$ cat config.mk
export PLATFORM = sky130hd
export DESIGN_NAME = pbcp_queue
export DESIGN_NICKNAME = d
export VERILOG_FILES = /design/src/rtl/pbcp_pkg.sv /design/src/rtl/pbcp_queue.sv
export SDC_FILE = /design/constraint.sdc
export NUM_CORES = 1
export LEC_CHECK = 0
export BUFFER_PORTS_ARGS = -buffer_cell sky130_fd_sc_hd__clkbuf_2
export CORE_ASPECT_RATIO = 1.25
export CORE_MARGIN = 2
export CORE_UTILIZATION = 63
export CTS_BUF_LIST = sky130_fd_sc_hd__clkbuf_4 sky130_fd_sc_hd__clkbuf_8
export DETAILED_ROUTE_END_ITERATION = 8
export GPL_TIMING_DRIVEN = 0
export PLACE_DENSITY_LB_ADDON = 0.1
export SLEW_MARGIN = 20
export SYNTH_ARGS = -nofsm -noshare
export SYNTH_HDL_FRONTEND = slang
export SYNTH_SLANG_ARGS = --single-unit
$ cat constraint.sdc
create_clock -name clock -period 6.35 [get_ports clock]
set_input_delay 0.3175 -clock clock [delete_from_list [all_inputs] [get_ports clock]]
set_output_delay 0.3175 -clock clock [all_outputs]
set_load 0.05 [all_outputs]
$ cat src/rtl/pbcp_pkg.sv
// ---------------------------------------------------------------------------
// pbcp_pkg
// Shared types and constants of the pixel to braille cell packer.
// ---------------------------------------------------------------------------
package pbcp_pkg;

   typedef struct packed {
      logic [7:0] red;
      logic [7:0] green;
      logic [7:0] blue;
   } req_type;

   typedef struct packed {
      logic [13:0] code_point;
      logic        end_of_line;
      logic        end_of_image;
   } rsp_type;

   typedef struct packed {
      logic       clear;
      logic [7:0] dots;
      logic       emit;
      logic       end_of_line;
      logic       end_of_image;
   } cmd_type;

   localparam logic [1:0] CSR_IMAGE_WIDTH    = 2'd0;
   localparam logic [1:0] CSR_IMAGE_HEIGHT   = 2'd1;
   localparam logic [1:0] CSR_DARK_THRESHOLD = 2'd2;

   localparam logic [10:0] RESET_IMAGE_WIDTH    = 11'd640;
   localparam logic [15:0] RESET_IMAGE_HEIGHT   = 16'd480;
   localparam logic [7:0]  RESET_DARK_THRESHOLD = 8'd127;

   localparam logic [13:0] BRAILLE_BASE = 14'h2800;
   localparam logic [7:0]  DOT_ONE      = 8'b00000001;
   localparam logic [1:0]  LAST_BAND_ROW = 2'd3;

   localparam int QUEUE_DEPTH = 4;

   function automatic logic [2:0] dot_shift(input logic [1:0] band_row, input logic odd_col);
      logic [2:0] shift;
      case (band_row)
         2'd0: shift = odd_col ? 3'd3 : 3'd0;
         2'd1: shift = odd_col ? 3'd4 : 3'd1;
         2'd2: shift = odd_col ? 3'd5 : 3'd2;
         default: shift = odd_col ? 3'd7 : 3'd6;
      endcase
      return shift;
   endfunction

endpackage

$ cat src/rtl/pbcp_queue.sv
// ---------------------------------------------------------------------------
// pbcp_queue
// Short first-in first-out queue of commands between front and back end.
// ---------------------------------------------------------------------------
module pbcp_queue import pbcp_pkg::*; #(
   parameter int DATA_W = 12,
   parameter int DEPTH  = 4
) (
   input  logic              clock,
   input  logic              reset,
   input  logic              in_valid,
   output logic              in_ready,
   input  logic [DATA_W-1:0] in_data,
   output logic              out_valid,
   input  logic              out_ready,
   output logic [DATA_W-1:0] out_data
);

   localparam int PW = (DEPTH > 1) ? $clog2(DEPTH) : 1;
   localparam int LW = $clog2(DEPTH + 1);

   logic [DATA_W-1:0] slot_ff [DEPTH];
   logic [PW-1:0]     wr_ptr_ff, wr_ptr_in, rd_ptr_ff, rd_ptr_in;
   logic [LW-1:0]     level_ff, level_in;
   logic              push, pop;

   assign in_ready  = (level_ff != LW'(DEPTH));
   assign out_valid = (level_ff != '0);
   assign out_data  = slot_ff[rd_ptr_ff];
   assign push      = in_valid && in_ready;
   assign pop       = out_valid && out_ready;

   always_comb begin
      wr_ptr_in = wr_ptr_ff;
      rd_ptr_in = rd_ptr_ff;
      level_in  = level_ff;
      if (push) begin
         wr_ptr_in = (wr_ptr_ff == PW'(DEPTH - 1)) ? '0 : wr_ptr_ff + 1'b1;
      end
      if (pop) begin
         rd_ptr_in = (rd_ptr_ff == PW'(DEPTH - 1)) ? '0 : rd_ptr_ff + 1'b1;
      end
      case ({push, pop})
         2'b10:   level_in = level_ff + 1'b1;
         2'b01:   level_in = level_ff - 1'b1;
         default: level_in = level_ff;
      endcase
   end

   always_ff @(posedge clock) begin
      if (reset) begin
         wr_ptr_ff <= '0;
         rd_ptr_ff <= '0;
         level_ff  <= '0;
      end else begin
         wr_ptr_ff <= wr_ptr_in;
         rd_ptr_ff <= rd_ptr_in;
         level_ff  <= level_in;
      end
   end

   always_ff @(posedge clock) begin
      if (push) begin
         slot_ff[wr_ptr_ff] <= in_data;
      end
   end

endmodule

==> results.ini <==
[die]
start_util=0.648
core-area_um2=3420
chipHeight_um=70.4
ioPinCount=30
die_width_um=57.1
die_area_um2=4020
rows=24

[cells_and_area]
nets=176
area_growth_pct=16.9
fillers=214
drive_above_1_share=0.386
post-route-util=0.758
num_antenna_cells=0

[setup_path]
worstPathCellList=or3b_1 > buf_6 > nand2_2 > ha_1 > inv_1 > fa_1 > xor2_1 > or3_2 > a21oi_1
crit_path_end_kind=register
crit_buf_inv=2
cp-start-kind=register
slowest_delay_ns=0.41
rr_worst_depth=9
required_ns=6.60
critPathKind=register to register
critical_path.slowest_cell=or3_2
critPathTopFamily=simple AND/OR/NAND/NOR gates
reg2reg_slack_ns=3.93
cp_num_cells=9
critPathCapture=level_ff[2]
startpoint=level_ff[2]
crit-reg2reg-launch=level_ff[2]
arrival_ns=2.67
r2r-end=level_ff[2]
worstPathMaxFanout=7

[logic_synthesis]
synth_common_cells=edfxtp_1, mux4_2, dfxtp_1, ha_1, inv_1
syn_area_per_cell_um2=19.5
async_flop_share=0
seq_area_frac_synth=0.731
synth_nets=137
netlist_instances=114
yosysWarningCount=0
ys_top_cells_by_area=edfxtp_1, mux4_2, dfxtp_1
yosysMostFrequentCell=edfxtp_1
syn_area_um2=2220
synth_edf_count=48
synth_top_area_cell=edfxtp_1
ys_types=25
netlist.area_leader.share=0.649
synth-main-ff-cell=edfxtp_1
ys_ff_latch=57

[detailed_routing]
drtIter0Drc=34
wl_per_cell_um=17.7
postRouteAntennaNets=0
routed_via_density=5.85
route.final.wire_length_um=3480
drc=0
firstDrtPassIters=4
vias=1152

[run_status]
status=complete, no violations

[power]
powerDensity_nw_per_um2=439
vdd_ir_drop_max_v=0.000429
power_leakage_uw=0.000959

[timing]
fmax_ghz=0.414
rsz0062_at_grt=false
tightestPinTransition_ns=0.654
slew_headroom=0.564
period_share=0.381
hold_slack_ns=0.208
period_needed_ns=2.42
setup_violations=0
skew_ns=0.00647
fin_setup_tns_ns=0
timing.final.hold_violations=0
slew_violations=0

[grt]
track_usage=0.200
grt_max_degree=13
grt_pass1_vias=1235
grt.overflow.total=0
grt_pass1_wl_um=5530
antenna_found_initial=0

[clock_tree]
worst_skew_pair.late_latency_ns=0.32
path_clk_slew_ns=0.06
ctsResizeCount=0
clockBufferDepth=2
cts.root.buffer_cell=clkbuf_8
clkSinkCount=57
cts_buffers=9
post_cts_buffers=0
cts_tree=built
htreeDepth=3
holdBufCountCts=0

[flow_run]
maxCapViolations=0

[placement]
port_buffers=28
gp_congestion=0.700
place_hpwl_um=2400

[hold_path]
hp-start=in_data[4]
hp-class=primary input to register

-- per-stage QoR --
| stage | setup WS (ns) | std cells | area (µm²) | total power (µW) |
|---|---|---|---|---|
| finish | 3.93 | 197 | 2590 | 1140 |
| global route | 3.81 | 197 | 2590 | 1180 |
| CTS | 3.94 | 197 | 2590 | 1150 |
| detailed placement | 3.96 | 181 | 2410 | 839 |
| global placement | 4.04 | 181 | 2410 | 826 |
| floorplan | 4.05 | 114 | 2220 | 764 |
-- where the power goes --
part | total (µW) | switching [µW] | internal, µW
clock network | 310 | 125 | 185
registers | 477 | 22.9 | 454
logic | 351 | 235 | 115
-- layout make-up --
cell class	count	area, µm²	share of cell area
buffer	4	26.3	0.0101
clock buffer	11	139	0.0535
clock inverter	5	46.3	0.0178
inverter	6	22.5	0.00868
multi-input combinational	47	549	0.212
sequential	57	1620	0.625
tap	39	48.8	0.0188
timing repair buffer	28	140	0.0540
-- sequential cells by signal, indices dropped and copies added, names as in the netlist, named ones only --
register and count:
level_ff 3, slot_ff 48, wr_ptr_ff 2, rd_ptr_ff 2
-- logic make-up (layout without fill, tap and decap cells) --
kind of cell	count (synthesis)	after routing	share of synthesized area
xor gates and xnor gates	2	2	0.00789
and+or+nand+nor	17	17	0.0457
DFF	57	57	0.731
AOI/OAI and AO/OA	7	7	0.0203
muxes	14	14	0.131
adders and majority gates	7	7	0.0428
buffers and inverters	10	54	0.0220
-- worst min-delay path by stage --
| stage | cells after the start | slack (ns) | end |
|---|---|---|---|
| finish | 1 | 0.21 | slot_ff[2][4] |
| global route | 1 | 0.20 | slot_ff[2][2] |
| CTS | 1 | 0.19 | slot_ff[2][4] |
| detailed placement | 2 | 0.50 | rd_ptr_ff[0] |
| global placement | 2 | 0.48 | rd_ptr_ff[0] |
| floorplan | 0 | 0.42 | slot_ff[0][0] |
-- cells in the final DEF, fill, tap and decap left out, types with 3 or more instances in the layout --
master / instances
a21oi_1: 3
clkbuf_2: 28
clkbuf_8: 9
clkinv_1: 3
dfxtp_1: 9
edfxtp_1: 48
ha_1: 6
inv_1: 6
mux4_2: 12
nor2_1: 4
-- per-layer routing --
| metal | share of wire | track usage | vias up |
|---|---|---|---|
| li1 | - | - | 523 |
| met1 | 0.37 | 0.203 | 588 |
| met2 | 0.55 | 0.350 | 31 |
| met3 | 0.056 | 0.0704 | 10 |
| met4 | 0.021 | 0.109 | 0 |
| met5 | 0 | 0 | - |
Power figures use the tool's default switching activity.
