<file path="config.mk">
export PLATFORM = sky130hd
export DESIGN_NAME = pbcp_back
export DESIGN_NICKNAME = d
export VERILOG_FILES = /design/src/rtl/pbcp_pkg.sv /design/src/rtl/pbcp_back.sv
export SDC_FILE = /design/constraint.sdc
export NUM_CORES = 2
export LEC_CHECK = 0
export ABC_CLOCK_PERIOD_IN_PS = 19040
export BUFFER_PORTS_ARGS = -buffer_cell sky130_fd_sc_hd__buf_2
export CAP_MARGIN = 0
export CORE_ASPECT_RATIO = 1.75
export CORE_MARGIN = 2
export CORE_UTILIZATION = 25
export DETAILED_ROUTE_END_ITERATION = 16
export SLEW_MARGIN = 20
export SYNTH_ARGS = -nofsm -noshare
export SYNTH_HDL_FRONTEND = slang
export SYNTH_SLANG_ARGS = --single-unit
</file>
<file path="constraint.sdc">
create_clock -name clock -period 19.04 [get_ports clock]
set_clock_uncertainty 0.2 [all_clocks]
set_input_delay 2.856 -clock clock [delete_from_list [all_inputs] [get_ports clock]]
set_output_delay 2.856 -clock clock [all_outputs]
set_load 0.01 [all_outputs]
</file>
<file path="src/rtl/pbcp_pkg.sv">
// ---------------------------------------------------------------------------
// pbcp_pkg
// Shared types and constants of the pixel to braille cell packer.
// ---------------------------------------------------------------------------
package pbcp_pkg;

   typedef struct packed {
      logic [7:0] red;
      logic [7:0] green;
      logic [7:0] blue;
   } req_type;

   typedef struct packed {
      logic [13:0] code_point;
      logic        end_of_line;
      logic        end_of_image;
   } rsp_type;

   typedef struct packed {
      logic       clear;
      logic [7:0] dots;
      logic       emit;
      logic       end_of_line;
      logic       end_of_image;
   } cmd_type;

   localparam logic [1:0] CSR_IMAGE_WIDTH    = 2'd0;
   localparam logic [1:0] CSR_IMAGE_HEIGHT   = 2'd1;
   localparam logic [1:0] CSR_DARK_THRESHOLD = 2'd2;

   localparam logic [10:0] RESET_IMAGE_WIDTH    = 11'd640;
   localparam logic [15:0] RESET_IMAGE_HEIGHT   = 16'd480;
   localparam logic [7:0]  RESET_DARK_THRESHOLD = 8'd127;

   localparam logic [13:0] BRAILLE_BASE = 14'h2800;
   localparam logic [7:0]  DOT_ONE      = 8'b00000001;
   localparam logic [1:0]  LAST_BAND_ROW = 2'd3;

   localparam int QUEUE_DEPTH = 4;

   function automatic logic [2:0] dot_shift(input logic [1:0] band_row, input logic odd_col);
      logic [2:0] shift;
      case (band_row)
         2'd0: shift = odd_col ? 3'd3 : 3'd0;
         2'd1: shift = odd_col ? 3'd4 : 3'd1;
         2'd2: shift = odd_col ? 3'd5 : 3'd2;
         default: shift = odd_col ? 3'd7 : 3'd6;
      endcase
      return shift;
   endfunction

endpackage

</file>
<file path="src/rtl/pbcp_back.sv">
// ---------------------------------------------------------------------------
// pbcp_back
// Carries out cell update commands against the cell store and delivers
// each completed cell through an output register.
// ---------------------------------------------------------------------------
module pbcp_back import pbcp_pkg::*; #(
   parameter int MAX_WIDTH = 1024
) (
   input  logic    clock,
   input  logic    reset,
   input  logic    cmd_valid,
   output logic    cmd_ready,
   input  cmd_type cmd,
   input  logic [((MAX_WIDTH > 2) ? $clog2(MAX_WIDTH) - 1 : 1) - 1:0] cmd_cell,
   output logic    out_valid,
   input  logic    out_ready,
   output rsp_type out_data
);

   localparam int CW    = (MAX_WIDTH > 2) ? $clog2(MAX_WIDTH) : 1;
   localparam int AW    = (CW > 1) ? CW - 1 : 1;
   localparam int CELLS = (MAX_WIDTH + 1) / 2;

   logic [7:0]    cell_mem [CELLS];
   logic          r_valid_ff, r_valid_in;
   cmd_type       r_cmd_ff;
   logic [AW-1:0] r_cell_ff;
   logic [7:0]    rd_data_ff, byp_data_ff;
   logic          byp_ff;
   logic          out_valid_ff, out_valid_in;
   rsp_type       out_data_ff;
   logic          o_free, r_fire, take;
   logic [7:0]    base, cell_new;

   always_comb begin
      o_free    = !out_valid_ff || out_ready;
      r_fire    = r_valid_ff && (!r_cmd_ff.emit || o_free);
      cmd_ready = !r_valid_ff || r_fire;
      take      = cmd_valid && cmd_ready;
      base      = r_cmd_ff.clear ? '0 : (byp_ff ? byp_data_ff : rd_data_ff);
      cell_new  = base | r_cmd_ff.dots;

      r_valid_in = r_valid_ff;
      if (take) begin
         r_valid_in = 1'b1;
      end else if (r_fire) begin
         r_valid_in = 1'b0;
      end

      out_valid_in = out_valid_ff;
      if (r_fire && r_cmd_ff.emit) begin
         out_valid_in = 1'b1;
      end else if (out_ready) begin
         out_valid_in = 1'b0;
      end
   end

   always_ff @(posedge clock) begin
      if (reset) begin
         r_valid_ff   <= 1'b0;
         out_valid_ff <= 1'b0;
      end else begin
         r_valid_ff   <= r_valid_in;
         out_valid_ff <= out_valid_in;
      end
   end

   always_ff @(posedge clock) begin
      if (take) begin
         r_cmd_ff    <= cmd;
         r_cell_ff   <= cmd_cell;
         byp_ff      <= r_fire && (r_cell_ff == cmd_cell);
         byp_data_ff <= cell_new;
      end
      if (r_fire && r_cmd_ff.emit) begin
         out_data_ff.code_point   <= BRAILLE_BASE + {6'b000000, cell_new};
         out_data_ff.end_of_line  <= r_cmd_ff.end_of_line;
         out_data_ff.end_of_image <= r_cmd_ff.end_of_image;
      end
   end

   always_ff @(posedge clock) begin
      if (r_fire) begin
         cell_mem[r_cell_ff] <= cell_new;
      end
      if (take) begin
         rd_data_ff <= cell_mem[cmd_cell];
      end
   end

   assign out_valid = out_valid_ff;
   assign out_data  = out_data_ff;

endmodule

</file>
==> out/qor.yml <==
yosys:
  netlist_instances: 8128
  synth_cell_types: 61
  synthFlopType: "edfxtp_1"
  ys_seq_elements: 4146
  ys_warn_count: 0
  syn_area_per_cell_um2: 19.96
  synthArstFlopShare_pct: 0
  synthesis.area_um2: 162200
  synth_edf_count: 4144
  ys_seq_area_share_pct: 76.73
setup_path:
  start_kind: "input port"
  reg2reg_slack_ns: 14.13
  cp_data_arrival_time_ns: 8.64
  cp_max_fo: 98
  crit_path_end_kind: "flip-flop"
  crit_type: "in2reg"
  crit_required_ns: 19.62
clock_network:
  cts_max_level: 5
  cts_tree: "built"
  clk_pin_slew_worst_paths_ns: 0.08
  hold_buffers: 0
  cts.path.max_buffers: 4
  cts_sinks: 4146
  clk_latency_ns: 0.94
  cts_made_buffers: 311
  cts_resized: 0
  ctsRootBufferMaster: "clkbuf_16"
  cts_setup_buffers: 0
global_route:
  antenna_found_initial: 24
  grt_use_met1_pct: 13.05
  grt_overflow: 0
  first_global_vias: 82120
  grt_use_met2_pct: 24.67
  track_usage_pct: 12.95
  top_usage_layer: "met2"
  grt_pass1_wl_mm: 616.7
  met3_usage_pct: 1.422
  grt_max_degree: 217
detailed_routing:
  wl_per_cell_um: 25.79
  wirelength_mm: 439.3
  postRouteAntennaNets: 0
  drt_iter0_markers: 7144
  first_pass_iters: 8
  drc: 0
  vias: 79450
  vias_per_cell: 4.664
sta:
  finalHoldViolCount: 0
  finalSetupViolations: 0
  slew_viol_final: 0
  rsz0062_at_grt: "false"
  max_freq_mhz: 124.2
  fin_crit_sh_pct: 42.29
  period_needed_ns: 8.051
  tightestPinTransition_ns: 1.324
  slew_headroom_pct: 11.73
  fin_setup_tns_ns: 0
cells_and_area:
  final_nets: 8139
  final_cell_mix: "edfxtp_1, mux2i_1, mux4_2, nor2_1, o221ai_1"
  stdcell_area_um2: 181700
  layout.cells.most_common: "edfxtp_1"
  fillers: 63210
  drive_gt1_share_pct: 15.81
  area_growth_pct: 12.03
power:
  power.switching_w: 0.003937
  swShare_pct: 22.22
  p_per_area_nw_per_um2: 97.52
  p_int_w: 0.01379
  power_w: 0.01772
  irDropWorstVdd_uv: 66.00
  power_frac_comb_pct: 5.7
  pwr-share-clk_pct: 37.0
  seqPwrFrac_pct: 57.3
  p_leak_nw: 54.42
floorplan:
  rows: 391
  start_util_pct: 25.06
  die_y_mm: 1.070
  fp.dieW_um: 612.9
  pin_count: 43
  coreArea_um2: 647200
  dieArea_um2: 655600
placement:
  place_congestion: 0.8381
  portBuffers: 36
  dpl_cell_area_um2: 171800
  dp_hpwl_mm: 277.3
run_status:
  status: "completed"
job:
  cap_viol_max_count: 0
worst_hold_path:
  min_path_type: "reg2reg"
-- critical path, stage by stage --
cell	delay (ns)
buf_12	0.53
buf_4	0.56
buf_4	0.80
buf_4	0.66
mux2i_1	0.16
o221ai_1	0.38
o22ai_1	0.16
a22oi_1	0.58
nand4_1	0.49
nor4_4	0.82
buf_4	0.26
o31a_1	0.13
-- final cells by class --
class	count	area [um^2]	share of cell area (%)
tap	8646	10820	5.952
sequential	4146	124500	68.49
inverter	11	48.80	0.02685
clock inverter	178	1587	0.8730
clock buffer	379	8144	4.481
antenna	29	72.57	0.03993
timing repair buffer	199	1906	1.049
multi-input combinational	3445	34690	19.09
-- per-layer routing --
metal	wire length, um	vias up
met5	69	-
met4	34950	12
met3	19380	893
met2	240000	2628
met1	144900	42260
li1	-	33660
-- kinds of logic (layout without fill, tap and decap cells) --
| logic type | count (synthesis) | in the layout | share of synthesized area [%] |
|---|---|---|---|
| compound gates | 1020 | 1020 | 4.409 |
| xor+xnor | 9 | 9 | 0.04859 |
| buf+inv | 541 | 767 | 2.161 |
| flops | 4146 | 4146 | 76.73 |
| mux | 1473 | 1473 | 14.14 |
| other cells | 2 | 35 | 0.004629 |
| simple gates | 937 | 937 | 2.499 |
-- power by group through the flow --
| stage | clock (W) | sequential [W] | combinational, W |
|---|---|---|---|
| after floorplan | 0 | 0.0106 | 0.000600 |
| after global placement | 0 | 0.0104 | 0.000995 |
| after detailed placement | 0 | 0.0104 | 0.00102 |
| after CTS | 0.00665 | 0.0102 | 0.00102 |
| after global routing | 0.00693 | 0.0101 | 0.00106 |
| final | 0.00655 | 0.0102 | 0.00101 |
-- sequential cells by signal (all words and copies together) (netlist names) --
| signal | flops |
|---|---|
| byp_data_ff | 8 |
| byp_ff | 1 |
| cell_mem | 4096 |
| out_data | 10 |
| out_valid | 1 |
| r_cell_ff | 9 |
| r_cmd_ff | 12 |
| r_valid_ff | 1 |
| rd_data_ff | 8 |
-- Yosys cell counts (8+ instances only) --
master / instances / area (um^2)
edfxtp_1: 4144 / 124400
mux2i_1: 824 / 8248
mux4_2: 624 / 14050
nor2_1: 559 / 2098
o221ai_1: 367 / 3214
clkbuf_1: 234 / 878.3
a21oi_1: 186 / 930.9
o22ai_1: 184 / 1151
nand2_1: 127 / 476.7
o21ai_0: 119 / 595.6
buf_2: 93 / 465.5
a22oi_1: 67 / 503.0
buf_6: 60 / 675.7
nor3_1: 58 / 290.3
buf_4: 57 / 427.9
nand3_1: 44 / 220.2
nor4_1: 36 / 225.2
nand4_1: 30 / 187.7
buf_1: 29 / 108.9
buf_8: 26 / 390.4
a211oi_1: 24 / 180.2
mux4_1: 24 / 630.6
and2_1: 21 / 131.4
buf_12: 21 / 420.4
nor2b_1: 17 / 106.4
o31ai_1: 16 / 120.1
a31oi_1: 12 / 75.07
or3_1: 12 / 75.07
inv_1: 10 / 37.54
and4_1: 8 / 70.07
o21bai_1: 8 / 60.06
-- metrics by stage --
stage,utilization [%],cells,worst slack [ns],hold slack [ns]
2_1_floorplan,-,8132,2.153,0.2003
3_3_place_gp,26.52,16440,9.481,0.2022
3_5_place_dp,26.54,16440,10.15,0.2190
4_1_cts,28.04,17000,11.11,0.2561
5_1_grt,28.08,17030,10.90,0.2526
6_report,28.08,17030,10.99,0.2450
-- worst paths after layout --
path / startpoint / endpoint / cells after the start
max: cmd_cell[0] / rd_data_ff[5] / 12
min: r_cmd_ff[1] / out_data[1] / 0
max reg2reg: out_valid / cell_mem[284][2] / 7
min reg2reg: r_cmd_ff[1] / out_data[1] / 0
No activity file was read; power rests on OpenSTA's default activity.
