**src/rtl/pbcp_pkg.sv**
```systemverilog
// ---------------------------------------------------------------------------
// pbcp_pkg
// Shared types and constants of the pixel to braille cell packer.
// ---------------------------------------------------------------------------
package pbcp_pkg;

   typedef struct packed {
      logic [7:0] red;
      logic [7:0] green;
      logic [7:0] blue;
   } req_type;

   typedef struct packed {
      logic [13:0] code_point;
      logic        end_of_line;
      logic        end_of_image;
   } rsp_type;

   typedef struct packed {
      logic       clear;
      logic [7:0] dots;
      logic       emit;
      logic       end_of_line;
      logic       end_of_image;
   } cmd_type;

   localparam logic [1:0] CSR_IMAGE_WIDTH    = 2'd0;
   localparam logic [1:0] CSR_IMAGE_HEIGHT   = 2'd1;
   localparam logic [1:0] CSR_DARK_THRESHOLD = 2'd2;

   localparam logic [10:0] RESET_IMAGE_WIDTH    = 11'd640;
   localparam logic [15:0] RESET_IMAGE_HEIGHT   = 16'd480;
   localparam logic [7:0]  RESET_DARK_THRESHOLD = 8'd127;

   localparam logic [13:0] BRAILLE_BASE = 14'h2800;
   localparam logic [7:0]  DOT_ONE      = 8'b00000001;
   localparam logic [1:0]  LAST_BAND_ROW = 2'd3;

   localparam int QUEUE_DEPTH = 4;

   function automatic logic [2:0] dot_shift(input logic [1:0] band_row, input logic odd_col);
      logic [2:0] shift;
      case (band_row)
         2'd0: shift = odd_col ? 3'd3 : 3'd0;
         2'd1: shift = odd_col ? 3'd4 : 3'd1;
         2'd2: shift = odd_col ? 3'd5 : 3'd2;
         default: shift = odd_col ? 3'd7 : 3'd6;
      endcase
      return shift;
   endfunction

endpackage

```
**src/rtl/pbcp_front.sv**
```systemverilog
// ---------------------------------------------------------------------------
// pbcp_front
// Holds the configuration and the raster position, classifies each pixel
// and turns it into a cell update command for the back end.
// ---------------------------------------------------------------------------
module pbcp_front import pbcp_pkg::*; #(
   parameter int MAX_WIDTH = 1024
) (
   input  logic        clock,
   input  logic        reset,
   input  logic        csr_write_en,
   input  logic [1:0]  csr_index,
   input  logic [15:0] csr_wdata,
   input  logic        in_valid,
   input  req_type     in_data,
   output logic        in_ready,
   input  logic        push_ready,
   output logic        push_valid,
   output cmd_type     push_cmd,
   output logic [((MAX_WIDTH > 2) ? $clog2(MAX_WIDTH) - 1 : 1) - 1:0] push_cell
);

   localparam int CW = (MAX_WIDTH > 2) ? $clog2(MAX_WIDTH) : 1;
   localparam int AW = (CW > 1) ? CW - 1 : 1;

   logic [10:0]   image_width_ff;
   logic [15:0]   image_height_ff;
   logic [7:0]    dark_threshold_ff;
   logic [CW-1:0] col_ff, col_in;
   logic [15:0]   row_ff, row_in;

   logic [31:0]   width_ext;
   logic [CW-1:0] w_m1, x;
   logic [15:0]   h_m1, y;
   logic          last_col, last_row, dark, fire;
   logic [9:0]    pix_sum, thr3;
   logic [1:0]    band_row;

   always_ff @(posedge clock) begin
      if (reset) begin
         image_width_ff    <= RESET_IMAGE_WIDTH;
         image_height_ff   <= RESET_IMAGE_HEIGHT;
         dark_threshold_ff <= RESET_DARK_THRESHOLD;
      end else if (csr_write_en) begin
         case (csr_index)
            CSR_IMAGE_WIDTH:    image_width_ff    <= csr_wdata[10:0];
            CSR_IMAGE_HEIGHT:   image_height_ff   <= csr_wdata;
            CSR_DARK_THRESHOLD: dark_threshold_ff <= csr_wdata[7:0];
            default: ;
         endcase
      end
   end

   always_comb begin
      width_ext = 32'(image_width_ff);
      if (image_width_ff == '0) begin
         w_m1 = '0;
      end else if (width_ext > 32'(MAX_WIDTH)) begin
         w_m1 = CW'(MAX_WIDTH - 1);
      end else begin
         w_m1 = CW'(width_ext - 32'd1);
      end
      h_m1 = (image_height_ff == '0) ? '0 : image_height_ff - 16'd1;
      x = (col_ff > w_m1) ? w_m1 : col_ff;
      y = (row_ff > h_m1) ? h_m1 : row_ff;
      last_col = (x == w_m1);
      last_row = (y == h_m1);
      band_row = y[1:0];

      pix_sum = {2'b00, in_data.red} + {2'b00, in_data.green} + {2'b00, in_data.blue};
      thr3 = {2'b00, dark_threshold_ff} + {1'b0, dark_threshold_ff, 1'b0};
      dark = (pix_sum < thr3);

      push_cmd.clear        = (band_row == 2'd0) && !x[0];
      push_cmd.dots         = dark ? (DOT_ONE << dot_shift(band_row, x[0])) : '0;
      push_cmd.emit         = ((band_row == LAST_BAND_ROW) || last_row) && (x[0] || last_col);
      push_cmd.end_of_line  = last_col;
      push_cmd.end_of_image = last_col && last_row;
      push_cell             = AW'(x >> 1);

      if (last_col) begin
         col_in = '0;
         row_in = last_row ? '0 : y + 16'd1;
      end else begin
         col_in = x + 1'b1;
         row_in = y;
      end
   end

   assign in_ready   = push_ready;
   assign push_valid = in_valid;
   assign fire       = in_valid && push_ready;

   always_ff @(posedge clock) begin
      if (reset) begin
         col_ff <= '0;
         row_ff <= '0;
      end else if (fire) begin
         col_ff <= col_in;
         row_ff <= row_in;
      end
   end

endmodule

```
**config.mk**
```make
export PLATFORM = sky130hd
export DESIGN_NAME = pbcp_front
export DESIGN_NICKNAME = d
export VERILOG_FILES = /design/src/rtl/pbcp_pkg.sv /design/src/rtl/pbcp_front.sv
export SDC_FILE = /design/constraint.sdc
export NUM_CORES = 1
export LEC_CHECK = 0
export BUFFER_PORTS_ARGS = -buffer_cell sky130_fd_sc_hd__buf_2
export CORE_UTILIZATION = 50
export DETAILED_ROUTE_END_ITERATION = 10
export GPL_TIMING_DRIVEN = 0
export PLACE_DENSITY_LB_ADDON = 0.1
export SETUP_SLACK_MARGIN = 0.4
export SYNTH_ARGS = -nofsm -noshare
export SYNTH_HDL_FRONTEND = slang
export SYNTH_SLANG_ARGS = --single-unit
```
**constraint.sdc**
```tcl
create_clock -name clock -period 7.7 [get_ports clock]
set_input_delay 0.385 -clock clock [delete_from_list [all_inputs] [get_ports clock]]
set_output_delay 0.385 -clock clock [all_outputs]
set_load 0.005 [all_outputs]
```
==> key figures <==
Final layout
  • Sequential cell area: 1221 um2
  • Multi-input gate area: 5049 um2
  • Syn-to-layout area delta: 13.39%
  • Core Util, Final: approximately 60%
  • Filler Cells Inserted: around 1300
  • Non-Filler Instances: between 1000 and 1500
  • Fin nets: 1106
  • Diode count: 0
  • Layout cells sized above 1: between 10% and 20%

Timing
  • Measured slew at the worst slew-check pin: around 0.75 ns
  • Fmax: 0.1458 GHz
  • Final setup vio count: 0
  • Worst rel slew slack: approximately half
  • Final clock skew: around 0.009 ns
  • Worst setup margin: around 0.84 ns
  • Count of final max-slew check failures: 0
  • Final Critical Period: 6.859 ns
  • RSZ-0062 raised after global routing: false
  • Final Hold Viols: 0
  • Final setup TNS: 0 ns
  • Final period util: around nine tenths
  • Hold Worst Slack: 0.3011 ns

Flow run
  • Max Cap Violations: 0

Min path
  • Min-delay worst type: input port to flip-flop

Synthesis
  • Area share of the largest cell type after synthesis: around 18%
  • Syn Nets: slightly above 1000
  • Mux share of post-synthesis cell area: 2.603%
  • Compound-Gate Fraction of Synth Area: a little over a fifth
  • Adder-cell share of the synthesized area: about 15%
  • Post-synthesis sequential area ratio: a little under a fifth
  • Yosys Warn Count: 0
  • Ys async rst share: 0%
  • Leading post-synthesis cells by cell area: dfxtp_1 (18%), ha_1 (11%), nand2_1 (6.9%)
  • Post-Synth XOR/XNOR Area: between 5 and 6%
  • Netlist Area Pre-Place: roughly 6700 um2
  • Prevailing post-synth register cell: dfxtp_1
  • Distinct cells, synth: 85
  • Number of enable flip-flop cells after synthesis: 0
  • Cells after synthesis: slightly above 900
  • Avg Cell Area, Syn: approximately 7.4 um2
  • Flops & latches, synth: a little over 60
  • Leading area contributor after synthesis: dfxtp_1
  • Simple-gate area share of the yosys netlist: 31.01%
  • Largest family of logic cells by synthesized area: simple AND/OR/NAND/NOR gates

Setup path
  • Critical Path Sink: push_cmd[7]
  • Crit Reg-Reg Startpoint: image_height_ff[0]
  • Critical path arrival: 6.47 ns
  • CP bufs+invs: 8
  • Req. time, crit path: 7.32 ns
  • RR Endpoint: row_ff[12]
  • CP Depth: 25
  • Worst-path maximum fanout: 10
  • CP delay by family, top: simple AND/OR/NAND/NOR gates
  • Worst Setup SP: image_height_ff[0]
  • Worst reg-to-reg path cell count: 23
  • CP Class: flip-flop to primary output
  • Startpoint types: flip-flop
  • Flop2flop setup slack: ~1.9 ns
  • CP max stage cell: or3b_1
  • Crit path capture type: primary output
  • CP peak stage delay: ~0.48 ns

Floorplan
  • Starting Density: a little over half
  • Row count: between 40 and 50
  • Ports: 70
  • Core area: roughly 13000 um2
  • Die Ht: 117.6 um
  • Area of the die: roughly 14000 um2
  • DIE WIDTH: 117.6 um

Clock network
  • CTS Hold Bufs: 0
  • Clock slew at reported path FFs: about 0.050 ns
  • CTS root buf: clkbuf_16
  • H-Tree Depth: 3
  • CTS tree: yes
  • Num CTS Buffers: 9
  • CTS Sinks: 61
  • Clock Latency Late Sink: approximately 0.33 ns
  • Clk buf depth: 2

Route
  • Final ANT Viol Nets: 0
  • First-pass iteration count of the detailed router: 5
  • DRC violation count after routing: 0
  • Via Count: approximately 7000
  • Detailed Route WL: 19160 um
  • WL/cell: 16.44 um
  • Vias per cell: approximately 6
  • DR iter-0 viols: approximately 640

Global routing
  • Pin count of the biggest net entering global routing: 11
  • Total global-route track usage: 27.70%
  • First-pass GRT wire length: 31710 um
  • GR Overflow Total: 0
  • Initial antenna violation count: 0
  • Vias in the first global route: 6277

Power and ir drop
  • Leak: about 0.0032 uW
  • Largest vdd supply drop: approximately 0.00011 V
  • PD cells: around 140 nW/um2

Place
  • DP HPWL: ~15000 um
  • Port Buffers: 69
  • Pre-CTS setup slack: 0.7556 ns
  • Routability cong.: about 0.90
  • # placed instances: between 1000 and 1500

Run status
  • Status: finished clean
## how the worst min path moves through the flow
stage	start	end	cells after the start
detailed placement	dark_threshold_ff[0]	dark_threshold_ff[0]	2
CTS	csr_wdata[15]	image_height_ff[15]	3
floorplan	dark_threshold_ff[0]	dark_threshold_ff[0]	2
global placement	dark_threshold_ff[0]	dark_threshold_ff[0]	2
global route	csr_wdata[15]	image_height_ff[15]	3
finish	csr_wdata[15]	image_height_ff[15]	3
## metal layers
metal / up-vias / GRT usage, % / routed length [um]
li1: 3421 / - / -
met1: 3280 / 41.52 / 9380
met3: 22 / 3.682 / 1462
met4: 0 / 4.407 / 217
met2: 289 / 42.39 / 8096
met5: - / 0 / 0
## timing repair
| action | in CTS | in global routing |
|---|---|---|
| resized for setup | 1 | 6 |
| pin swaps | 0 | 1 |
| setup buffers | 0 | 1 |
| setup endpoints to repair | 1 | 2 |
| gates cloned | 0 | 0 |
## worst min-delay path, cell delays in order
cell     delay (ns)
buf_2          0.09
nand2_1        0.05
a21oi_1        0.05
## report_power, final
group          internal (uW)  total, uW  leakage [uW]  switching [uW]
Clock                    258        403      0.000143             144
Combinational            132        314       0.00255             182
Sequential               325        334      0.000496            9.88
Total                    715       1050       0.00319             336
## area by class of cell
class                      instances  share of cell area (%)
inverter                          52                   2.576
timing repair buffer              70                   4.657
clock buffer                      12                   3.253
sequential                        61                   16.12
clock inverter                     4                  0.6275
multi-input combinational        741                   66.63
buffer                            53                   3.303
tap                              172                   2.840
## placed cells by master (no fill, tap or decap), types with 7 or more instances in the layout
cell       instances
xor2_1            13
inv_1             52
o31ai_1            7
ha_1              61
dfxtp_1           61
nand4_1           17
nor4_1            12
o211ai_1           9
a21oi_1           79
a21o_1             7
nand3b_1          22
fa_1              10
nor3_1            32
mux2i_1           12
nand2_1          121
nor2b_1           15
a31oi_1            8
and3_1             8
nand3_1           20
xnor2_1           26
clkbuf_1          35
or3_1             16
o21ai_0           50
clkbuf_16          9
buf_2             82
o21a_1             7
nor2_1            61
## synthesized netlist by cell type (6+ instances only)
master / instances
nand2_1: 122
a21oi_1: 81
dfxtp_1: 61
ha_1: 61
nor2_1: 61
inv_1: 52
o21ai_0: 50
clkbuf_1: 33
nor3_1: 32
xnor2_1: 26
nand3b_1: 22
nand3_1: 20
nand4_1: 17
or3_1: 16
nor2b_1: 15
mux2i_1: 14
buf_2: 13
nor4_1: 13
xor2_1: 13
fa_1: 10
o211ai_1: 9
a31oi_1: 8
and3_1: 8
a21o_1: 7
o21a_1: 7
o31ai_1: 7
and2_1: 6
nand2b_1: 6
o21bai_1: 6
or4_1: 6
## sequential cells by signal, indices dropped and copies added, names as in the netlist
register	flops
image_width_ff	11
row_ff	16
col_ff	10
dark_threshold_ff	8
image_height_ff	16
## per-stage QoR
step	total power, uW	instance area [um2]
3_3_place_gp	645.3	7243
4_1_cts	1049	7541
2_1_floorplan	563.7	6683
6_report	1051	7577
3_5_place_dp	648.4	7243
5_1_grt	1108	7577
## logic make-up (layout without fill, tap and decap cells)
kind of cell	count (synthesis)	in the layout
XOR/XNOR	39	39
adder cells (fa/ha/maj)	72	72
buffers and inverters	105	191
flip-flops	61	61
AO/OA/AOI/OAI	230	230
multiplexers	17	17
AND/OR/NAND/NOR	383	383
Note: power is estimated with default switching activity, not from simulation.
